==> config.mk <==
export PLATFORM = sky130hd
export DESIGN_NAME = ps2_mouse_packet_decoder
export DESIGN_NICKNAME = d
export VERILOG_FILES = /design/src/hw/rtl/ps2md_pkg.sv /design/src/hw/rtl/ps2md_fmt.sv /design/src/hw/rtl/ps2_mouse_packet_decoder.sv
export SDC_FILE = /design/constraint.sdc
export NUM_CORES = 1
export LEC_CHECK = 0
export ABC_AREA = 1
export BUFFER_PORTS_ARGS = -buffer_cell sky130_fd_sc_hd__buf_2
export CORE_MARGIN = 8
export CORE_UTILIZATION = 55
export CTS_CLUSTER_SIZE = 20
export DETAILED_ROUTE_END_ITERATION = 12
export GPL_TIMING_DRIVEN = 0
export PLACE_DENSITY = 0.82
export SETUP_SLACK_MARGIN = 0.15
export SYNTH_ARGS = -nofsm -noshare
export SYNTH_HDL_FRONTEND = slang
export SYNTH_HIERARCHICAL = 1
export SYNTH_SLANG_ARGS = --single-unit
==> constraint.sdc <==
create_clock -name clk -period 1.9 [get_ports clk]
set_input_delay 0.19 -clock clk [delete_from_list [all_inputs] [get_ports clk]]
set_output_delay 0.19 -clock clk [all_outputs]
set_load 0.1 [all_outputs]
==> src/hw/rtl/ps2md_pkg.sv <==
// ps2md_pkg: shared types and constants for the ps/2 mouse packet decoder
// used by ps2md_fmt and ps2_mouse_packet_decoder; no dependencies
package ps2md_pkg;

  localparam int unsigned BYTE_W     = 8;
  localparam int unsigned BTN_W      = 3;
  localparam int unsigned DX_W       = 9;
  localparam int unsigned DY_W       = 10;
  localparam int unsigned OUT_DATA_W = 40;

  // header byte bits
  localparam int unsigned SYNC_BIT   = 3;
  localparam int unsigned XSIGN_BIT  = 4;
  localparam int unsigned YSIGN_BIT  = 5;
  localparam int unsigned BTN_FIRST  = 0;
  localparam int unsigned BTN_THIRD  = 1;
  localparam int unsigned BTN_SECOND = 2;

  typedef enum logic [1:0] {
    POS_B0 = 2'd0,
    POS_B1 = 2'd1,
    POS_B2 = 2'd2,
    POS_B3 = 2'd3
  } pos_t;

  // packed lowest field last so moved sits in bit 0
  typedef struct packed {
    logic signed [BYTE_W-1:0] scroll_delta;
    logic                     scroll_valid;
    logic [BTN_W-1:0]         buttons_changed;
    logic [BTN_W-1:0]         buttons;
    logic signed [DY_W-1:0]   delta_y;
    logic signed [DX_W-1:0]   delta_x;
    logic                     moved;
  } result_t;

  localparam int unsigned RESULT_W = $bits(result_t);

endpackage

==> src/hw/rtl/ps2md_fmt.sv <==
// ps2md_fmt: turns the assembled packet bytes into one decoded result
// depends on ps2md_pkg
module ps2md_fmt (
  input  logic [ps2md_pkg::BYTE_W-1:0] b0,
  input  logic [ps2md_pkg::BYTE_W-1:0] b1,
  input  logic [ps2md_pkg::BYTE_W-1:0] b2,
  input  logic [ps2md_pkg::BYTE_W-1:0] b3,
  input  logic                         wheel,
  input  logic [ps2md_pkg::BTN_W-1:0]  btn_state,
  output ps2md_pkg::result_t           res
);

  logic                             moved;
  logic [ps2md_pkg::BTN_W-1:0]      btn;
  logic signed [ps2md_pkg::DY_W-1:0] y_ext;
  logic                             sv;

  assign moved = (b1 != '0) || (b2 != '0);
  assign btn   = {b0[ps2md_pkg::BTN_THIRD], b0[ps2md_pkg::BTN_SECOND],
                  b0[ps2md_pkg::BTN_FIRST]};
  // y byte sign-extended by its sign bit, negated below
  assign y_ext = {b0[ps2md_pkg::YSIGN_BIT], b0[ps2md_pkg::YSIGN_BIT], b2};
  assign sv    = wheel && (b3 != '0);

  always_comb begin
    res.moved           = moved;
    res.delta_x         = moved ? {b0[ps2md_pkg::XSIGN_BIT], b1} : '0;
    res.delta_y         = moved ? -y_ext : '0;
    res.buttons         = btn;
    res.buttons_changed = btn ^ btn_state;
    res.scroll_valid    = sv;
    res.scroll_delta    = sv ? b3 : '0;
  end

endmodule

==> src/hw/rtl/ps2_mouse_packet_decoder.sv <==
// ps2_mouse_packet_decoder: assembles 3- or 4-byte ps/2 mouse packets
// path: input register, then result register; the byte position and button registers
// are the only loops; throughput one byte per cycle while the output is not stalled
// reset: rst_n synchronous active low; clears position, buttons, wheel mode, valids
// depends on ps2md_pkg and ps2md_fmt
module ps2_mouse_packet_decoder (
  input  logic                                  clk,
  input  logic                                  rst_n,
  input  logic                                  in_tvalid,
  output logic                                  in_tready,
  input  logic [ps2md_pkg::BYTE_W-1:0]          in_tdata,  // [7:0] rx_byte
  input  logic                                  in_tuser,  // [0] abort
  output logic                                  out_tvalid,
  input  logic                                  out_tready,
  // [0] moved, [9:1] delta_x, [19:10] delta_y, [22:20] buttons,
  // [25:23] buttons_changed, [26] scroll_valid, [34:27] scroll_delta, rest zero
  output logic [ps2md_pkg::OUT_DATA_W-1:0]      out_tdata,
  input  logic                                  cfg_valid,
  output logic                                  cfg_ready,
  input  logic                                  cfg_data   // wheel_mode
);

  logic                          wheel_r;
  logic                          s0_valid_r;
  logic [ps2md_pkg::BYTE_W-1:0]  s0_byte_r;
  logic                          s0_abort_r;
  ps2md_pkg::pos_t               pos_r, pos_nxt;
  logic [ps2md_pkg::BYTE_W-1:0]  b0_r, b1_r, b2_r;
  logic [ps2md_pkg::BTN_W-1:0]   btn_r;
  logic                          out_valid_r;
  ps2md_pkg::result_t            out_data_r;

  logic                          out_free;
  logic                          adv;
  logic                          emit;
  logic                          bad_first;
  logic [ps2md_pkg::BYTE_W-1:0]  fmt_b2;
  logic                          fmt_wheel;
  ps2md_pkg::result_t            fmt_res;

  assign cfg_ready  = 1'b1;
  assign out_free   = !out_valid_r || out_tready;
  assign adv        = s0_valid_r && out_free;
  assign in_tready  = !s0_valid_r || out_free;
  assign out_tvalid = out_valid_r;
  assign out_tdata  = {{(ps2md_pkg::OUT_DATA_W - ps2md_pkg::RESULT_W){1'b0}}, out_data_r};

  // header must carry the sync bit and no overflow bits
  assign bad_first = !s0_byte_r[ps2md_pkg::SYNC_BIT] || (s0_byte_r[7:6] != 2'b00);

  always_comb begin
    pos_nxt = pos_r;
    emit    = 1'b0;
    if (s0_abort_r) begin
      pos_nxt = ps2md_pkg::POS_B0;
    end else begin
      case (pos_r)
        ps2md_pkg::POS_B0: begin
          if (!bad_first) pos_nxt = ps2md_pkg::POS_B1;
        end
        ps2md_pkg::POS_B1: pos_nxt = ps2md_pkg::POS_B2;
        ps2md_pkg::POS_B2: begin
          if (wheel_r) begin
            pos_nxt = ps2md_pkg::POS_B3;
          end else begin
            pos_nxt = ps2md_pkg::POS_B0;
            emit    = 1'b1;
          end
        end
        ps2md_pkg::POS_B3: begin
          pos_nxt = ps2md_pkg::POS_B0;
          emit    = 1'b1;
        end
        default: pos_nxt = ps2md_pkg::POS_B0;
      endcase
    end
  end

  // wheel cleared mid-packet: the fourth beat stands in for byte 2
  assign fmt_wheel = (pos_r == ps2md_pkg::POS_B3) && wheel_r;
  assign fmt_b2    = fmt_wheel ? b2_r : s0_byte_r;

  ps2md_fmt u_fmt (
    .b0        (b0_r),
    .b1        (b1_r),
    .b2        (fmt_b2),
    .b3        (s0_byte_r),
    .wheel     (fmt_wheel),
    .btn_state (btn_r),
    .res       (fmt_res)
  );

  always_ff @(posedge clk) begin
    if (!rst_n) begin
      wheel_r     <= 1'b0;
      s0_valid_r  <= 1'b0;
      pos_r       <= ps2md_pkg::POS_B0;
      btn_r       <= '0;
      out_valid_r <= 1'b0;
    end else begin
      if (cfg_valid && cfg_ready) wheel_r <= cfg_data;
      if (in_tready) s0_valid_r <= in_tvalid;
      if (adv) begin
        pos_r <= pos_nxt;
        if (emit) btn_r <= fmt_res.buttons;
      end
      if (out_free) out_valid_r <= adv && emit;
    end
  end

  always_ff @(posedge clk) begin
    if (in_tready && in_tvalid) begin
      s0_byte_r  <= in_tdata;
      s0_abort_r <= in_tuser;
    end
    if (adv && !s0_abort_r) begin
      case (pos_r)
        ps2md_pkg::POS_B0: if (!bad_first) b0_r <= s0_byte_r;
        ps2md_pkg::POS_B1: b1_r <= s0_byte_r;
        ps2md_pkg::POS_B2: b2_r <= s0_byte_r;
        ps2md_pkg::POS_B3: if (!wheel_r) b2_r <= s0_byte_r;
        default: ;
      endcase
    end
    if (adv && emit) out_data_r <= fmt_res;
  end

`ifndef SYNTHESIS
  a_emit_pos: assert property (@(posedge clk) disable iff (!rst_n)
    adv && emit |-> (pos_r == ps2md_pkg::POS_B2 || pos_r == ps2md_pkg::POS_B3))
    else $error("result from a partial packet");

  a_abort_pos: assert property (@(posedge clk) disable iff (!rst_n)
    adv && s0_abort_r |=> pos_r == ps2md_pkg::POS_B0)
    else $error("abort did not restart the packet");

  a_btn_track: assert property (@(posedge clk) disable iff (!rst_n)
    adv && emit |=> btn_r == out_data_r.buttons)
    else $error("stored buttons differ from delivered buttons");

  a_no_motion: assert property (@(posedge clk) disable iff (!rst_n)
    out_valid_r && !out_data_r.moved |-> out_data_r.delta_x == '0 && out_data_r.delta_y == '0)
    else $error("motion reported without a nonzero motion byte");
`endif

endmodule
# [Yosys cells after proc, flatten, opt, wreduce, memory -nomap -nowiden]
# Index checks and enable logic that the tools add are counted.
[word_totals] register_bits=74 input_bits=15
[classes] add_sub_neg=1 n_eq_ne=5 mux=10 n_bitwise=2 n_reduce_logical=25
[ops] op="$reduce_bool 8->1" count=3
[ops] op="$mux 8" count=2
[ops] op="$pmux 8 s2" count=1
[ops] op="$neg 10->10" count=1
[ops] op="$pmux 2 s4" count=1
[ops] op="$logic_and 1x1->1" count=6
[ops] op="$mux 2" count=3
[ops] op="$reduce_and 2->1" count=3
[ops] op="$reduce_and 3->1" count=2
[ops] op="$eq 2x2->1 const B" count=2
[ops] op="$logic_not 1->1" count=4
[ops] op="$logic_or 1x1->1" count=4
[ops] op="$reduce_bool 2->1" count=2
[ops] op="$ne 3x3->1 const B" count=1
[ops] op="$xor 3x3->3" count=1
[ops] op="$eq 2x1->1 const B" count=1
[ops] op="$logic_not 2->1" count=1
[ops] op="$mux 1" count=2
[ops] op="$ne 2x2->1 const B" count=1
[ops] op="$pmux 1 s2" count=1
[ops] op="$not 1->1" count=1

# [Depth between registers and ports, before layout]
[depth] word_depth=5 ltp_mapped=12 depth_no_buf=12

# [Modules after synthesis]
# Netlist, hierarchy kept.
[modules_own_cells] module="ps2_mouse_packet_decoder" n_inst=1 cells_each=166 area_each_um2=2616.3 seq_area_each_um2=2202.1
[modules_own_cells] module="ps2md_fmt" n_inst=1 cells_each=99 area_each_um2=496.7 seq_area_each_um2=0.0

# [Least setup slack after synthesis]
# Ideal clock, no wire load.
[synth_timing] path_type="register to register" start="reg out_valid_r, in the netlist out_tvalid" end="reg s0_abort_r, enable pin" arrival_time_ns=2.511 path_slack_ns=-0.895 stages_incl_launch_ff=4 period_less_slack_ns=2.795 cell_sequence="dfxtp_1 -> nand3_1 -> nand2_1 -> inv_1"
[synth_between] elab_chain_len=4
[synth_lines] item="from (decl)" line_no="ps2_mouse_packet_decoder.sv:30" rtl="logic out_valid_r;"
[synth_lines] item="from (signal assigned)" line_no="ps2_mouse_packet_decoder.sv:107" rtl="if (out_free) out_valid_r <= adv && emit;"
[synth_lines] item="$logic_not 1->1" line_no="ps2_mouse_packet_decoder.sv:42" rtl="assign out_free = !out_valid_r || out_tready;"
[synth_lines] item="$logic_or 1x1->1" line_no="ps2_mouse_packet_decoder.sv:42"
[synth_lines] item="$logic_or 1x1->1" line_no="ps2_mouse_packet_decoder.sv:44" rtl="assign in_tready = !s0_valid_r || out_free;"
[synth_lines] item="net in_tready" line_no="ps2_mouse_packet_decoder.sv:10" rtl="output logic in_tready,"
[synth_lines] item="$logic_and 1x1->1" line_no="ps2_mouse_packet_decoder.sv:112" rtl="if (in_tready && in_tvalid) begin"
[synth_lines] item="to (signal assigned)" line_no="ps2_mouse_packet_decoder.sv:114" rtl="s0_abort_r <= in_tuser;"
[synth_lines] item="to (decl)" line_no="ps2_mouse_packet_decoder.sv:26" rtl="logic s0_abort_r;"
# The timed path passes the listed nets, and every way through them passes these cells.
# A chain may end at the register's enable or synchronous reset.

# [Worst setup path after layout]
[layout_timing] start="reg s0_abort_r" end="reg b2_r[0] (netlist bit), enable pin"
[layout_between] elab_chain_len=3
[layout_lines] item="$logic_not 1->1" line_no="ps2_mouse_packet_decoder.sv:116" rtl="if (adv && !s0_abort_r) begin"
[layout_lines] item="$logic_and 1x1->1" line_no="ps2_mouse_packet_decoder.sv:116"
[layout_lines] item="$reduce_and 3->1 (no source line)"
[layout_lines] item="to (signal assigned)" line_no="ps2_mouse_packet_decoder.sv:120" rtl="ps2md_pkg::POS_B2: b2_r <= s0_byte_r;"
[layout_lines] item="to (signal assigned)" line_no="ps2_mouse_packet_decoder.sv:121" rtl="ps2md_pkg::POS_B3: if (!wheel_r) b2_r <= s0_byte_r;"
[layout_lines] item="to (decl)" line_no="ps2_mouse_packet_decoder.sv:28" rtl="logic [ps2md_pkg::BYTE_W-1:0] b0_r, b1_r, b2_r;"
# Every way passes these cells.

==> impl_metrics.json <==
{
  "drc": 0,
  "hold_class": "in -> reg",
  "fin_skew_ns": 0.00983,
  "hold_viol": 0,
  "area_delta_synth_final_pct": 23.2,
  "busiest_layer": "met2",
  "worst_r2r_path_depth": 3,
  "holdCritStartpoint": "in_tdata[0]",
  "std_cell_rows": 27,
  "globalRouteMet3Util": 0.0441,
  "slew_viol_final": 0,
  "cp_data_arrival_time_ns": 1.67,
  "fmax_mhz": 588,
  "fill_cells": 393,
  "status": "finished, final reports clean",
  "rrSetupSlack_ns": 0.20,
  "required_ns": 1.87,
  "grt_setup_unrepaired": "yes",
  "use_met2": 0.201,
  "timing.final.crit_share": 0.896,
  "slew_headroom": 0.611,
  "reg2reg_from": "s0_abort_r$_DFFE_PP_",
  "multi_input_area_um2": 774,
  "path_class": "reg -> reg",
  "min_period_ns": 1.70,
  "setup.worst_path.end_class": "register",
  "setup_violations": 0,
  "grt_max_degree": 43,
  "globalplace.congestion": 0.794,
  "io_pins": 58,
  "synth.avg_cell_area_um2": 11.5,
  "met1_usage": 0.137,
  "place_hpwl_mm": 3.55,
  "critPathMaxFanout": 8,
  "cts_made_buffers": 9,
  "cts_tree": "built",
  "drive_gt1_frac": 0.342,
  "die_area_mm2": 0.00812,
  "die_h_um": 90.1,
  "regArea_mm2": 0.00212,
  "maxCapViolCount": 0,
  "cts_sinks": 73,
  "ctsRootBufferMaster": "clkbuf_8",
  "htree_levels": 3,
  "holdWs_ns": 0.0240,
  "clk_latency_ns": 0.34,
  "p_leak_nw": 1.59,
  "grt_overflow": 0,
  "dpl_cell_area_mm2": 0.00340,
  "tightest_slew_ns": 0.580,
  "diodes": 0,
  "design_area_mm2": 0.00372,
  "clkTransAtPathRegs_ns": 0.07,
  "initial_core_util": 0.559,
  "clk_path_buf_depth": 2,
  "hold_path_end": "s0_byte_r[0]$_DFFE_PP_",
  "wl_per_cell_um": 12.6,
  "grt_pass1_wl_mm": 8.05,
  "drt_pass1_iterations": 4,
  "routed_wl_mm": 5.18,
  "vias": 1931,
  "antenna_found_initial": 0,
  "track_usage": 0.125,
  "peakVddDrop_uv": 617,
  "hold_depth": 1,
  "port_buffers": 51,
  "dr.first_iter.drc_count": 90,
  "nNetsFinal": 350,
  "power.density_mw_per_mm2": 900,
  "syn-cell-area_mm2": 0.00302,
  "core-area_mm2": 0.00541,
  "yosysWarnings": 6,
  "detail-route-antenna-nets": 0,
  "die_w_um": 90.1,
  "r2r-end": "b2_r[0]$_DFFE_PP_",
  "synthCells": 262,
  "viasPerCell": 4.70,
  "start_kind": "register",
  "grt_pass1_vias": 1756
}
## worst max-delay path, stage by stage (launching register included)
cell      delay (ns)
edfxtp_1        0.43
inv_1           0.13
nand3_2         0.25
nor3_2          0.53
## layer usage
layer,share of wire,up-vias
met3,0.061,8
met2,0.50,63
met4,0.017,0
met5,0,-
li1,-,983
met1,0.42,877
## cells in the final DEF (no fill, tap or decap), drive strengths merged
cell type	count
bufinv	2
nor3	4
nand4	1
edfxtp	65
o21a	1
or2	1
nor3b	3
dfxtp	8
a21boi	1
inv	28
clkinvlp	1
xnor2	1
nand2	66
nand3	7
ha	1
clkbuf	19
nor2	44
conb	6
o21ai	2
clkinv	2
xor2	3
buf	67
o21bai	1
a21oi	5
## report_power, final
group	total, mW	internal (mW)	leakage [nW]	switching [mW]
clock network	1.28	0.740	0.104	0.536
logic	0.261	0.0754	0.810	0.186
registers	1.82	1.78	0.679	0.0395
## layout make-up
class,instances,area share
plain buffers,19,0.0302
repair buffers,56,0.0786
well taps,72,0.0242
clock buffers,11,0.0353
inverters,28,0.0316
clock inverters,5,0.0218
multi-input cells,147,0.208
flip-flops and latches,73,0.570
## flip-flops by register name, summed over array words and instances, names as in the netlist
signal and flops:
b2_r 8, out_tdata 35, b1_r 8, s0_abort_r 1, wheel_r 1, pos_r 2
out_tvalid 1, btn_r 3, b0_r 5, s0_byte_r 8, s0_valid_r 1
## worst max path at each step
stage / start / depth (start not counted) / end / slack, ns
floorplan: out_tvalid$_SDFFE_PN0P_ / 3 / b1_r[0]$_DFFE_PP_ / 0.09
global placement: pos_r[1]$_SDFFE_PN0P_ / 12 / out_tdata[16]$_DFFE_PP_ / -0.03
detailed placement: pos_r[1]$_SDFFE_PN0P_ / 12 / out_tdata[16]$_DFFE_PP_ / -0.09
CTS: pos_r[1]$_SDFFE_PN0P_ / 12 / out_tdata[16]$_DFFE_PP_ / 0.13
global route: s0_abort_r$_DFFE_PP_ / 3 / b2_r[2]$_DFFE_PP_ / 0.09
finish: s0_abort_r$_DFFE_PP_ / 3 / b2_r[0]$_DFFE_PP_ / 0.20
## per-stage QoR
step                std cells  utilization  setup TNS [ns]  power [mW]  worst slack, ns
floorplan                 266            -               0        2.04           0.0855
global placement          389        0.628         -0.0348        2.08          -0.0348
detailed placement        389        0.628          -0.314        2.09          -0.0947
CTS                       405        0.674               0        3.35            0.126
global route              411        0.689               0        3.45           0.0946
finish                    411        0.689               0        3.35            0.198
## what timing repair did
| action | CTS | global route |
|---|---|---|
| hold endpoints to repair | 0 | 0 |
| resized for setup | 9 | 11 |
| setup endpoints to repair | 33 | 48 |
| setup buffers | 0 | 5 |
| pin swaps | 0 | 7 |
| cloned | 0 | 1 |
| hold buffers | 0 | 0 |
(Power assumes the default switching activity.)
